[src/bmhq_pkg.sv]
// shared types and constants for the binary min-heap queue
package bmhq_pkg;

    localparam int OUT_KEY_W   = 32;
    localparam int OUT_PAY_W   = 9;
    localparam int TOTAL_W     = 9;

    typedef enum logic
    {
        KIND_INSERT  = 1'b0,
        KIND_EXTRACT = 1'b1
    } kind_t;

    typedef enum logic [1:0]
    {
        ERR_OK    = 2'd0,
        ERR_FULL  = 2'd1,
        ERR_EMPTY = 2'd2
    } err_t;

    typedef enum logic [2:0]
    {
        ST_IDLE,
        ST_UP_RD,
        ST_UP_CMP,
        ST_EX_RD,
        ST_EX_LD,
        ST_DN_RD,
        ST_DN_LEFT,
        ST_DN_RIGHT
    } state_t;

    typedef struct packed
    {
        logic                 out_valid;
        logic [OUT_KEY_W-1:0] out_key;
        logic [OUT_PAY_W-1:0] out_payload;
        err_t                 error_code;
        logic [TOTAL_W-1:0]   entry_total;
    } result_t;

endpackage

[src/bmhq_ctrl.sv]
// sift sequencer with one shared key comparator
module bmhq_ctrl #(
    parameter int HEAP_DEPTH   = 256,
    parameter int KEY_BITS     = 32,
    parameter int PAYLOAD_BITS = 9,
    parameter int AW           = 8,
    parameter int CW           = 9,
    parameter int EW           = 41
) (
    input  logic                    clk,
    input  logic                    rst_n,
    input  logic                    start,
    input  logic                    kind,
    input  logic [KEY_BITS-1:0]     new_key,
    input  logic [PAYLOAD_BITS-1:0] new_payload,
    input  logic                    res_free,
    output logic                    idle,
    output logic                    res_load,
    output bmhq_pkg::result_t       result,
    output logic                    wr_en,
    output logic [AW-1:0]           wr_addr,
    output logic [EW-1:0]           wr_data,
    output logic [AW-1:0]           rd_a_addr,
    output logic [AW-1:0]           rd_b_addr,
    input  logic [EW-1:0]           rd_a_data,
    input  logic [EW-1:0]           rd_b_data
);

    localparam int CHW = CW + 1;

    bmhq_pkg::state_t state_reg, state_next;
    logic [CW-1:0]    count_reg, count_next;
    logic [AW-1:0]    pos_reg, pos_next;
    logic [EW-1:0]    cur_reg, cur_next;
    logic [EW-1:0]    best_reg, best_next;
    logic             best_left_reg, best_left_next;
    logic             done_reg, done_next;
    bmhq_pkg::result_t res_reg, res_next;

    logic [AW-1:0]       parent_idx;
    logic [CHW-1:0]      left_idx;
    logic [CHW-1:0]      right_idx;
    logic                left_ok;
    logic                right_ok;
    logic [KEY_BITS-1:0] cmp_a;
    logic [KEY_BITS-1:0] cmp_b;
    logic                cmp_lt;

    assign parent_idx = (pos_reg - AW'(1)) >> 1;
    assign left_idx   = CHW'({pos_reg, 1'b1});
    assign right_idx  = CHW'({pos_reg, 1'b0}) + CHW'(2);
    assign left_ok    = left_idx < CHW'(count_reg);
    assign right_ok   = right_idx < CHW'(count_reg);

    // the one comparator, its operands chosen by the step in progress
    always_comb
    begin
        unique case (state_reg)
            bmhq_pkg::ST_DN_LEFT:
            begin
                cmp_a = rd_a_data[EW-1:PAYLOAD_BITS];
                cmp_b = cur_reg[EW-1:PAYLOAD_BITS];
            end
            bmhq_pkg::ST_DN_RIGHT:
            begin
                cmp_a = rd_b_data[EW-1:PAYLOAD_BITS];
                cmp_b = best_reg[EW-1:PAYLOAD_BITS];
            end
            default:
            begin
                cmp_a = cur_reg[EW-1:PAYLOAD_BITS];
                cmp_b = rd_a_data[EW-1:PAYLOAD_BITS];
            end
        endcase
    end

    assign cmp_lt = cmp_a < cmp_b;

    always_comb
    begin
        unique case (state_reg) inside
            bmhq_pkg::ST_UP_RD, bmhq_pkg::ST_UP_CMP:
            begin
                rd_a_addr = parent_idx;
                rd_b_addr = parent_idx;
            end
            bmhq_pkg::ST_EX_RD, bmhq_pkg::ST_EX_LD:
            begin
                rd_a_addr = '0;
                rd_b_addr = count_reg[AW-1:0];
            end
            default:
            begin
                rd_a_addr = left_idx[AW-1:0];
                rd_b_addr = right_idx[AW-1:0];
            end
        endcase
    end

    always_ff @(posedge clk or negedge rst_n)
    begin
        if (!rst_n)
        begin
            state_reg <= bmhq_pkg::ST_IDLE;
            count_reg <= '0;
            done_reg  <= 1'b0;
        end
        else
        begin
            state_reg <= state_next;
            count_reg <= count_next;
            done_reg  <= done_next;
        end
    end

    always_ff @(posedge clk)
    begin
        pos_reg       <= pos_next;
        cur_reg       <= cur_next;
        best_reg      <= best_next;
        best_left_reg <= best_left_next;
        res_reg       <= res_next;
    end

    always_comb
    begin
        state_next     = state_reg;
        count_next     = count_reg;
        pos_next       = pos_reg;
        cur_next       = cur_reg;
        best_next      = best_reg;
        best_left_next = best_left_reg;
        done_next      = done_reg;
        res_next       = res_reg;
        wr_en          = 1'b0;
        wr_addr        = pos_reg;
        wr_data        = cur_reg;
        res_load       = 1'b0;
        idle           = 1'b0;

        unique case (state_reg)
            bmhq_pkg::ST_IDLE:
            begin
                // a finished request waits here until the result slot frees
                if (done_reg)
                begin
                    if (res_free)
                    begin
                        res_load  = 1'b1;
                        done_next = 1'b0;
                    end
                end
                else
                begin
                    idle = 1'b1;
                    if (start)
                    begin
                        res_next.out_valid   = 1'b0;
                        res_next.out_key     = '0;
                        res_next.out_payload = '0;
                        res_next.error_code  = bmhq_pkg::ERR_OK;
                        if (bmhq_pkg::kind_t'(kind) == bmhq_pkg::KIND_INSERT)
                        begin
                            if (count_reg == CW'(HEAP_DEPTH))
                            begin
                                res_next.error_code = bmhq_pkg::ERR_FULL;
                                done_next           = 1'b1;
                            end
                            else
                            begin
                                cur_next   = {new_key, new_payload};
                                pos_next   = count_reg[AW-1:0];
                                count_next = count_reg + CW'(1);
                                state_next = bmhq_pkg::ST_UP_RD;
                            end
                        end
                        else if (count_reg == '0)
                        begin
                            res_next.error_code = bmhq_pkg::ERR_EMPTY;
                            done_next           = 1'b1;
                        end
                        else
                        begin
                            count_next = count_reg - CW'(1);
                            state_next = bmhq_pkg::ST_EX_RD;
                        end
                        res_next.entry_total = bmhq_pkg::TOTAL_W'(count_next);
                    end
                end
            end

            bmhq_pkg::ST_UP_RD:
            begin
                if (pos_reg == '0)
                begin
                    wr_en      = 1'b1;
                    done_next  = 1'b1;
                    state_next = bmhq_pkg::ST_IDLE;
                end
                else
                begin
                    state_next = bmhq_pkg::ST_UP_CMP;
                end
            end

            bmhq_pkg::ST_UP_CMP:
            begin
                wr_en = 1'b1;
                if (cmp_lt)
                begin
                    // parent moves down into the hole
                    wr_data    = rd_a_data;
                    pos_next   = parent_idx;
                    state_next = bmhq_pkg::ST_UP_RD;
                end
                else
                begin
                    done_next  = 1'b1;
                    state_next = bmhq_pkg::ST_IDLE;
                end
            end

            bmhq_pkg::ST_EX_RD:
            begin
                state_next = bmhq_pkg::ST_EX_LD;
            end

            bmhq_pkg::ST_EX_LD:
            begin
                res_next.out_valid   = 1'b1;
                res_next.out_key     = bmhq_pkg::OUT_KEY_W'(rd_a_data[EW-1:PAYLOAD_BITS]);
                res_next.out_payload = bmhq_pkg::OUT_PAY_W'(rd_a_data[PAYLOAD_BITS-1:0]);
                cur_next             = rd_b_data;
                pos_next             = '0;
                state_next           = bmhq_pkg::ST_DN_RD;
            end

            bmhq_pkg::ST_DN_RD:
            begin
                state_next = bmhq_pkg::ST_DN_LEFT;
            end

            bmhq_pkg::ST_DN_LEFT:
            begin
                if (left_ok && cmp_lt)
                begin
                    best_next      = rd_a_data;
                    best_left_next = 1'b1;
                end
                else
                begin
                    best_next      = cur_reg;
                    best_left_next = 1'b0;
                end
                state_next = bmhq_pkg::ST_DN_RIGHT;
            end

            bmhq_pkg::ST_DN_RIGHT:
            begin
                wr_en = 1'b1;
                if (right_ok && cmp_lt)
                begin
                    wr_data    = rd_b_data;
                    pos_next   = right_idx[AW-1:0];
                    state_next = bmhq_pkg::ST_DN_RD;
                end
                else if (best_left_reg)
                begin
                    wr_data    = best_reg;
                    pos_next   = left_idx[AW-1:0];
                    state_next = bmhq_pkg::ST_DN_RD;
                end
                else
                begin
                    done_next  = 1'b1;
                    state_next = bmhq_pkg::ST_IDLE;
                end
            end

            default:
            begin
                state_next = bmhq_pkg::ST_IDLE;
            end
        endcase
    end

    assign result = res_reg;

endmodule

[config.mk]
export PLATFORM = sky130hd
export DESIGN_NAME = bmhq_ctrl
export DESIGN_NICKNAME = d
export VERILOG_FILES = /design/src/bmhq_pkg.sv /design/src/bmhq_ctrl.sv
export SDC_FILE = /design/constraint.sdc
export NUM_CORES = 1
export LEC_CHECK = 0
export BUFFER_PORTS_ARGS = -buffer_cell sky130_fd_sc_hd__buf_2
export CORE_MARGIN = 5
export CORE_UTILIZATION = 50
export CTS_CLUSTER_DIAMETER = 150
export DETAILED_ROUTE_END_ITERATION = 8
export PLACE_DENSITY = 0.78
export SYNTH_ARGS = -nofsm -noshare
export SYNTH_HDL_FRONTEND = slang
export SYNTH_SLANG_ARGS = --single-unit
[constraint.sdc]
create_clock -name clk -period 5.4 [get_ports clk]
set_input_delay 1.08 -clock clk [delete_from_list [all_inputs] [get_ports clk]]
set_output_delay 1.08 -clock clk [all_outputs]
set_load 0.01 [all_outputs]
==> results.toml, run 1 <==
[floorplanning]
dieHeight_um = 157
start_util = 0.511
ios = 249
rows = 53
die_w_um = 157
dieArea_sq_um = 24600
core_sq_um = 21100

[worst_setup_path]
critPathMaxStageDelay_ps = 340
path_cells = "buf_2 > mux2i_1 > o21ai_0 > ha_1 > and3_4 > a221o_1 > a221o_1 > a41o_2 > a22o_2 > buf_4 > a22o_1 > a221o_1 > buf_2"
start_kind = "primary input"
critPathTopFamily = "compound AO/OA/AOI/OAI gates"
critPathBufInv = 3
critPathCaptureType = "output port"
crit_top_cell = "a221o_1"
crit_arrival_ps = 4100
crit_fanout = 18
cp.required_ps = 4320
critPathSlowestCell = "a221o_1"
path_class = "in -> out"

[drt]
drtIter0Drc = 796
ant_nets = 0
drt-vias-per-instance = 6.18
drc_errors = 0
drt_first_pass_iters = 5
routed_wl_um = 32300
detail_route.wl_per_cell_um = 21.6
via_count = 9232

[cts]
cts_made_buffers = 17
cts_hold_buf = 0
cts_max_level = 4
clkLatencyLatePin_ps = 430
cts.path.max_buffers = 2
cts_root_buf = "clkbuf_16"
clk_pin_slew_worst_paths_ps = 60
cts_tree = "done"
cts.sinks = 157

[run_status]
outcome = "complete, no violations"

[timing]
skew_ps = 10.7
finalCritPeriodShare = 0.959
min_period_ps = 5180
fin_setup_tns_ps = 0
hold_violations = 0
setup-violations-final = 0
grt_setup_unrepaired = "false"
worst_pin_slew_ps = 1130
fmax_ghz = 0.193
drv_slew = 0
max_slew_margin = 0.244

[layout]
drive_above_1_share = 0.345
nNetsFinal = 1384
num-fill-cells = 1737
n_antenna_cell = 0
fin_util = 0.618
areaGrowthSynthToFinish_pct = 21.1
largest_reg_flops = 53

[logic_synthesis]
synth_xor_xnor_area_share = 0.0260
synth_cells = 981
synth_fa_ha_area_frac = 0.0593
synth_area_sq_um = 10800
syn_area_per_cell_sq_um = 11.0
synth_compound_area_frac = 0.175
postSynthRegisterBits = 157
synth_flop_cell = "edfxtp_1"
synth_edf_count = 144
synth_seq_area_share = 0.432
synth_top_family_by_area = "compound AO/OA/AOI/OAI gates"
synthesis.nets = 1160
synthArstFlopShare = 0.0828
netlist-cell-type-count = 66
synth-simple-area-share = 0.107
yosysWarningCount = 0
synth_mux_area_frac = 0.159

[flow_run]
cap_violations = 0

[power]
powerDensity_nw_per_um2 = 775
ir_worst_vdd_uv = 569
p_leak_nw = 5.66

[global_route]
overflow = 0
grt_max_degree = 70
antenna_found_initial = 3
grtUsageTotal = 0.253
grt_pass1_vias = 8962
grt_pass1_wl_um = 48900

[placement]
gp_congestion = 0.929
port_buffers = 248
dp_hpwl_um = 22000

[hold_path]
hold_path_class = "in -> async"
[worst register-to-register path, cell delays in order (launching register included)]
cell and delay, ps:
dfrtp_1 440, nand2_8 170, buf_4 230, nand2_1 70, o21ai_0 80, ha_1 320, and3_4 180, a221o_1 330
a221o_1 340, a41o_2 330, a21o_1 260, or3_4 710, mux2_4 480
[cell type report]
type / instances / area, sq um / share of cell area
clock buffer: 17 / 425 / 0.0326
tap: 275 / 344 / 0.0264
clock inverter: 15 / 163 / 0.0125
inverter: 18 / 67.6 / 0.00518
multi-input combinational: 726 / 5730 / 0.440
sequential: 157 / 4650 / 0.357
timing repair buffer: 285 / 1650 / 0.127
[synthesized netlist by cell type (all sizes together), types with 2 or more instances]
library cell / n / area, sq um
o21bai: 2 / 15.0
buf: 20 / 161
a21boi: 2 / 15.0
xnor2: 29 / 254
nand2: 67 / 251
nand4: 8 / 50.1
or3b: 2 / 17.5
o21a: 5 / 37.5
and3: 45 / 287
clkbuf: 60 / 225
o21ai: 59 / 295
nand3: 11 / 55.1
o31ai: 5 / 37.5
inv: 17 / 63.8
a22o: 45 / 395
nor2b: 6 / 37.5
o22ai: 3 / 18.8
edfxtp: 144 / 4320
a21oi: 60 / 300
or3: 2 / 12.5
a21o: 7 / 53.8
dfrtp: 13 / 325
xor2: 3 / 26.3
a221o: 45 / 450
mux2: 83 / 1080
a22oi: 4 / 30.0
a211oi: 10 / 80.1
and4: 2 / 18.8
or4: 2 / 15.0
nor2: 58 / 218
nor4: 7 / 50.1
or2: 2 / 12.5
a221oi: 3 / 26.3
nand2b: 5 / 31.3
mux2i: 63 / 631
nor3: 8 / 40.0
o211ai: 2 / 15.0
and2: 5 / 31.3
ha: 51 / 638
[metal layers]
layer	routed length, um	vias to the layer above	global-route usage	part of all wire
li1	-	4238	-	-
met1	13500	4450	0.344	0.42
met2	15400	478	0.412	0.48
met3	2580	60	0.0415	0.080
met4	800	6	0.0868	0.025
met5	33	-	0	0.0010
[cell families (layout without fill, tap and decap cells)]
kind of cell               Yosys count  count (layout)
DFF                                157             157
and+or+nand+nor                    233             233
adders and majority gates           51              51
buffers and inverters               98             335
muxes                              146             146
xor gates and xnor gates            32              32
AOI/OAI and AO/OA                  264             264
[final timing paths]
kind	cells past startpoint	slack, ps	to	from
worst max-delay path	13	220	wr_data[12]	rd_a_data[19]
worst min-delay path	1	550	count_reg[8]	rst_n
worst max register to register	12	1210	best_reg[7]	state_reg[1]
worst min register to register	1	600	count_reg[6]	count_reg[6]
max in group asynchronous	1	4570	state_reg[0]	rst_n
min in group clk	1	600	count_reg[6]	count_reg[6]
[where the power goes]
| group | internal, W | total (W) | switching [W] |
|---|---|---|---|
| logic | 0.00291 | 0.00645 | 0.00354 |
| registers | 0.00208 | 0.00243 | 0.000345 |
| clock network | 0.000688 | 0.00123 | 0.000538 |
[through the flow]
stage,instances,hold slack (ps),worst slack (ps),total power (W),instance area [sq um]
after CTS,1491,540,53.0,0.0100,13000
after floorplan,981,515,125,0.00693,10800
final,1493,548,222,0.0101,13000
after detailed placement,1455,577,219,0.00870,12300
after global routing,1493,560,10.7,0.0107,13000
after global placement,1455,573,232,0.00856,12300
[repair_timing]
action,CTS,global route
cloned,0,1
setup endpoints to repair,41,41
resized for setup,0,4
pin swaps,0,1
buffers inserted,4,1
[layout by cell type (no fill, tap or decap), drive strengths merged, types with 4 or more instances in the layout]
cell      netlist  layout
mux2i          63      63
dfrtp          13      13
edfxtp        144     144
nand4           8       8
clkbuf         60      18
nor2           58      58
and2            5       5
clkinvlp        0       5
nor3            8       8
a22oi           4       4
nand2b          5       5
clkinv          1       4
a22o           45      45
o21ai          59      59
mux2           83      83
a221o          45      45
o21a            5       5
a21o            7       7
nor2b           6       6
xnor2          29      29
and3           45      45
a211oi         10      10
inv            17      22
a21oi          60      60
o31ai           5       5
ha             51      51
nor4            7       7
nand3          11      11
buf            20     284
nand2          67      67
No activity file was read; power rests on OpenSTA's default activity.
==> run 2: changes to the inputs <==
Settings changed: CORE_MARGIN 5 to default.
==> results.toml, run 2 (synthesis gave the netlist of run 1 again) <==
[floorplanning]
die_w_um = 149
rows = 53
ios = 249
dieHeight_um = 149
start_util = 0.511
dieArea_sq_um = 22100
core_sq_um = 21100

[worst_setup_path]
cp.required_ps = 4320
crit_fanout = 33
r2r-start = "state_reg[0]"
path_class = "in -> out"
crit_arrival_ps = 4200
critPathCaptureType = "output port"
cp-startpoint = "rd_a_data[19]"
timing.reg2reg.setup_slack_ps = 1010
start_kind = "primary input"

[cts]
cts_max_level = 4
cts_made_buffers = 17
clk_pin_slew_worst_paths_ps = 60
cts.path.max_buffers = 2
cts_tree = "done"
cts.sinks = 157
cts_root_buf = "clkbuf_16"
clkLatencyLatePin_ps = 430
cts_hold_buf = 0

[drt]
drt_first_pass_iters = 5
met3_length_um = 2340
via_count = 9144
dr_wl_met2_um = 15000
wl_met1_um = 13200
routed_wl_um = 31200
topRoutingLayerUsed = "met5"
drtIter0Drc = 770
detail_route.wl_per_cell_um = 21.0
drt-vias-per-instance = 6.15
ant_nets = 0
drc_errors = 0

[layout]
drive_above_1_share = 0.340
areaGrowthSynthToFinish_pct = 20.1
stdcell_count = 1488
largest_reg_flops = 53
nNetsFinal = 1379
regArea_sq_um = 4650
num-fill-cells = 1778
multi_input_area_sq_um = 5730
final_common_cell = "buf_2"
mostFrequentLayoutCells = "buf_2, edfxtp_1, nand2_1, mux2i_1"

[power]
powerDensity_nw_per_um2 = 772
p_leak_nw = 5.62
ir_worst_vdd_uv = 382
totalPowerFinal_w = 0.00998

[global_route]
overflow = 0
grt_pass1_wl_um = 48300
grt_max_degree = 62
grtUsageTotal = 0.285
grt_pass1_vias = 8869
antenna_found_initial = 2

[timing]
finalCritPeriodShare = 0.978
fin_setup_tns_ps = 0
min_period_ps = 5280
grt_setup_unrepaired = "false"
setup-violations-final = 0
setup_slack_ps = 119
max_slew_margin = 0.258
drv_slew = 0
fin_hold_ws_ps = 547
skew_ps = 11.2
fmax_ghz = 0.189
hold_violations = 0
worst_pin_slew_ps = 1110

[placement]
dp_cells = 1451
pre_cts_slack_ps = 205
gp_congestion = 0.913
port_buffers = 248
dp_hpwl_um = 21000

[run_status]
outcome = "complete, no violations"

[hold_path]
hold_path_class = "in -> async"

[flow_run]
cap_violations = 0
==> run 2: cell types whose count changed in the layout (fill, tap and decap cells not counted), sizes merged <==
cell / before / now
buf: 284 / 280
bufinv: 2 / 3
clkbuf: 18 / 17
clkinv: 4 / 9
clkinvlp: 5 / 1
diode: 0 / 1
inv: 22 / 19
==> run 2: through the flow <==
stage	utilization	cell area, sq um
floorplan	-	10800
global placement	0.582	12300
detailed placement	0.582	12300
CTS	0.613	12900
global route	0.613	12900
finish	0.613	12900
==> run 2: path summary, 6_finish.rpt <==
kind	cells past startpoint	end
setup / recovery	13	wr_data[11]
hold / removal	1	count_reg[8]
setup reg to reg	12	best_reg[13]
hold reg to reg	1	best_reg[1]
max in group asynchronous	1	state_reg[0]
min in group clk	1	best_reg[1]
==> run 2: layout make-up <==
class | instances | share of cell area
Sequential cell | 157 | 0.360
Tap cell | 275 | 0.0266
Antenna cell | 1 | 0.000193
Clock buffer | 17 | 0.0329
Clock inverter | 14 | 0.0130
Multi-Input combinational cell | 726 | 0.443
Timing Repair Buffer | 280 | 0.119
Inverter | 18 | 0.00522
==> run 2: repair_timing <==
| action | 4_1_cts | 5_1_grt |
|---|---|---|
| pin swaps | 0 | 0 |
| gates resized for setup | 1 | 2 |
| cloned | 0 | 0 |
| setup endpoints to repair | 41 | 29 |
| buffers inserted | 5 | 0 |
==> run 2: power by group <==
part	internal [W]	total [W]	leakage [nW]	switching, W
sequential	0.00208	0.00244	1.49	0.000353
combinational	0.00282	0.00630	3.84	0.00348
clock	0.000726	0.00124	0.289	0.000517
total	0.00563	0.00998	5.62	0.00435
==> run 2: critical path: stages <==
cell	delay, ps
buf_2	130
mux2i_1	170
o21ai_0	120
ha_1	330
and3_4	180
a221o_1	340
a221o_1	340
a41o_1	270
a22o_2	360
buf_12	220
a22o_1	200
a221o_1	300
buf_2	150
==> run 2: layer usage <==
layer	vias up	GRT usage
met2	454	0.455
met5	-	0
met1	4417	0.383
met4	2	0.115
li1	4228	-
met3	43	0.0498
==> run 3: changes to the inputs <==
--- a/config.mk
+++ b/config.mk
@@ -11,4 +11,5 @@
 export DETAILED_ROUTE_END_ITERATION = 8
 export PLACE_DENSITY = 0.78
+export REMOVE_ABC_BUFFERS = 1
 export SYNTH_ARGS = -nofsm -noshare
 export SYNTH_HDL_FRONTEND = slang
==> constraint.sdc (replaced) <==
create_clock -name clk -period 5.4 [get_ports clk]
set_input_delay 1.08 -clock clk [delete_from_list [all_inputs] [get_ports clk]]
set_output_delay 1.08 -clock clk [all_outputs]
set_load 0.1 [all_outputs]
==> results.toml, run 3 (synthesis gave the netlist of run 1 again) <==
[global_route]
grt_pass1_wl_um = 49700
grt_max_degree = 62
antenna_found_initial = 4
grt_pass1_vias = 8967
grtUsageTotal = 0.294
overflow = 0

[drt]
drt-vias-per-instance = 6.20
drc_errors = 0
drtIter0Drc = 712
via_count = 9247
ant_nets = 0
drt_first_pass_iters = 5
detail_route.wl_per_cell_um = 22.1
routed_wl_um = 33000

[layout]
largest_reg_flops = 53
nNetsFinal = 1380
fin_util = 0.643
final_common_cell = "buf_2"
num-fill-cells = 1650
mostFrequentLayoutCells = "buf_2, edfxtp_1, nand2_1, mux2i_1"
stdcell_count = 1492
drive_above_1_share = 0.343
multi_input_area_sq_um = 5750
areaGrowthSynthToFinish_pct = 25.9
regArea_sq_um = 4660

[placement]
port_buffers = 248
pre_cts_slack_ps = 130
dp_cells = 1454
dp_hpwl_um = 22200
gp_congestion = 0.904

[cts]
cts_tree = "done"
cts_made_buffers = 17
cts.sinks = 157
clk_pin_slew_worst_paths_ps = 60
cts_root_buf = "clkbuf_16"
clkLatencyLatePin_ps = 430
cts.path.max_buffers = 2
cts_hold_buf = 0
cts_max_level = 4

[worst_setup_path]
cp.required_ps = 4320
start_kind = "primary input"
path_class = "in -> out"
cp-startpoint = "rd_a_data[18]"
crit_fanout = 30
crit_arrival_ps = 4180
r2r-start = "state_reg[0]"
critPathCaptureType = "output port"

[floorplanning]
core_sq_um = 21100
dieHeight_um = 149
rows = 53
start_util = 0.511
ios = 249
die_w_um = 149
dieArea_sq_um = 22100

[flow_run]
cap_violations = 0

[timing]
hold_violations = 0
fin_hold_ws_ps = 553
grt_setup_unrepaired = "false"
worst_pin_slew_ps = 1120
skew_ps = 10.3
min_period_ps = 5260
setup-violations-final = 0
finalCritPeriodShare = 0.974
setup_slack_ps = 141
drv_slew = 0
fmax_ghz = 0.190
max_slew_margin = 0.249

[hold_path]
hold_path_class = "in -> async"

[run_status]
outcome = "complete, no violations"
-- run 3: critical path, cell delays in order --
cell and delay (ps):
buf_2 130, mux2i_1 130, o21ai_0 90, ha_1 310
and3_4 190, a221o_1 330, a221o_1 340, a41o_2 300
a22o_2 320, buf_12 190, a22o_1 210, a221o_1 310
buf_12 180
-- run 3: cell type report --
type	count	share of cell area
inverters	18	0.00498
repair buffers	280	0.161
flip-flops and latches	157	0.343
clock inverters	11	0.00720
well taps	275	0.0254
diodes	3	0.000554
clock buffers	21	0.0325
multi-input cells	727	0.424
-- run 3: per-stage QoR --
step / setup TNS [ps] / area (sq um)
2_1_floorplan: -232520 / 10400
3_3_place_gp: 0 / 12900
3_5_place_dp: 0 / 12900
4_1_cts: 0 / 13500
5_1_grt: 0 / 13600
6_report: 0 / 13600
-- run 3: what timing repair did --
item,CTS,global route
setup buffers,1,1
endpoints found under the setup margin,41,41
gates cloned,0,1
gates resized for setup,2,3
pin swaps,0,2
-- run 3: final timing paths --
path	endpoint	slack [ps]	cells past startpoint
max reg2reg	best_reg[27]	1080	13
min	count_reg[5]	550	1
min reg2reg	best_reg[7]	590	1
min in group clk	best_reg[7]	590	1
max	wr_data[14]	140	13
max in group asynchronous	state_reg[0]	4550	1
-- run 3: per-layer routing --
metal  vias to the layer above  routed length [um]  track usage
li1                       4238                   -            -
met1                      4492               13200        0.371
met2                       456               16300        0.489
met3                        59                2650       0.0633
met4                         2                 829        0.118
met5                         -                  12            0
Power of run 3 is left out: the tool's default activity adds up to more than one toggle a clock period on the data nets, which glitch-free logic cannot reach.
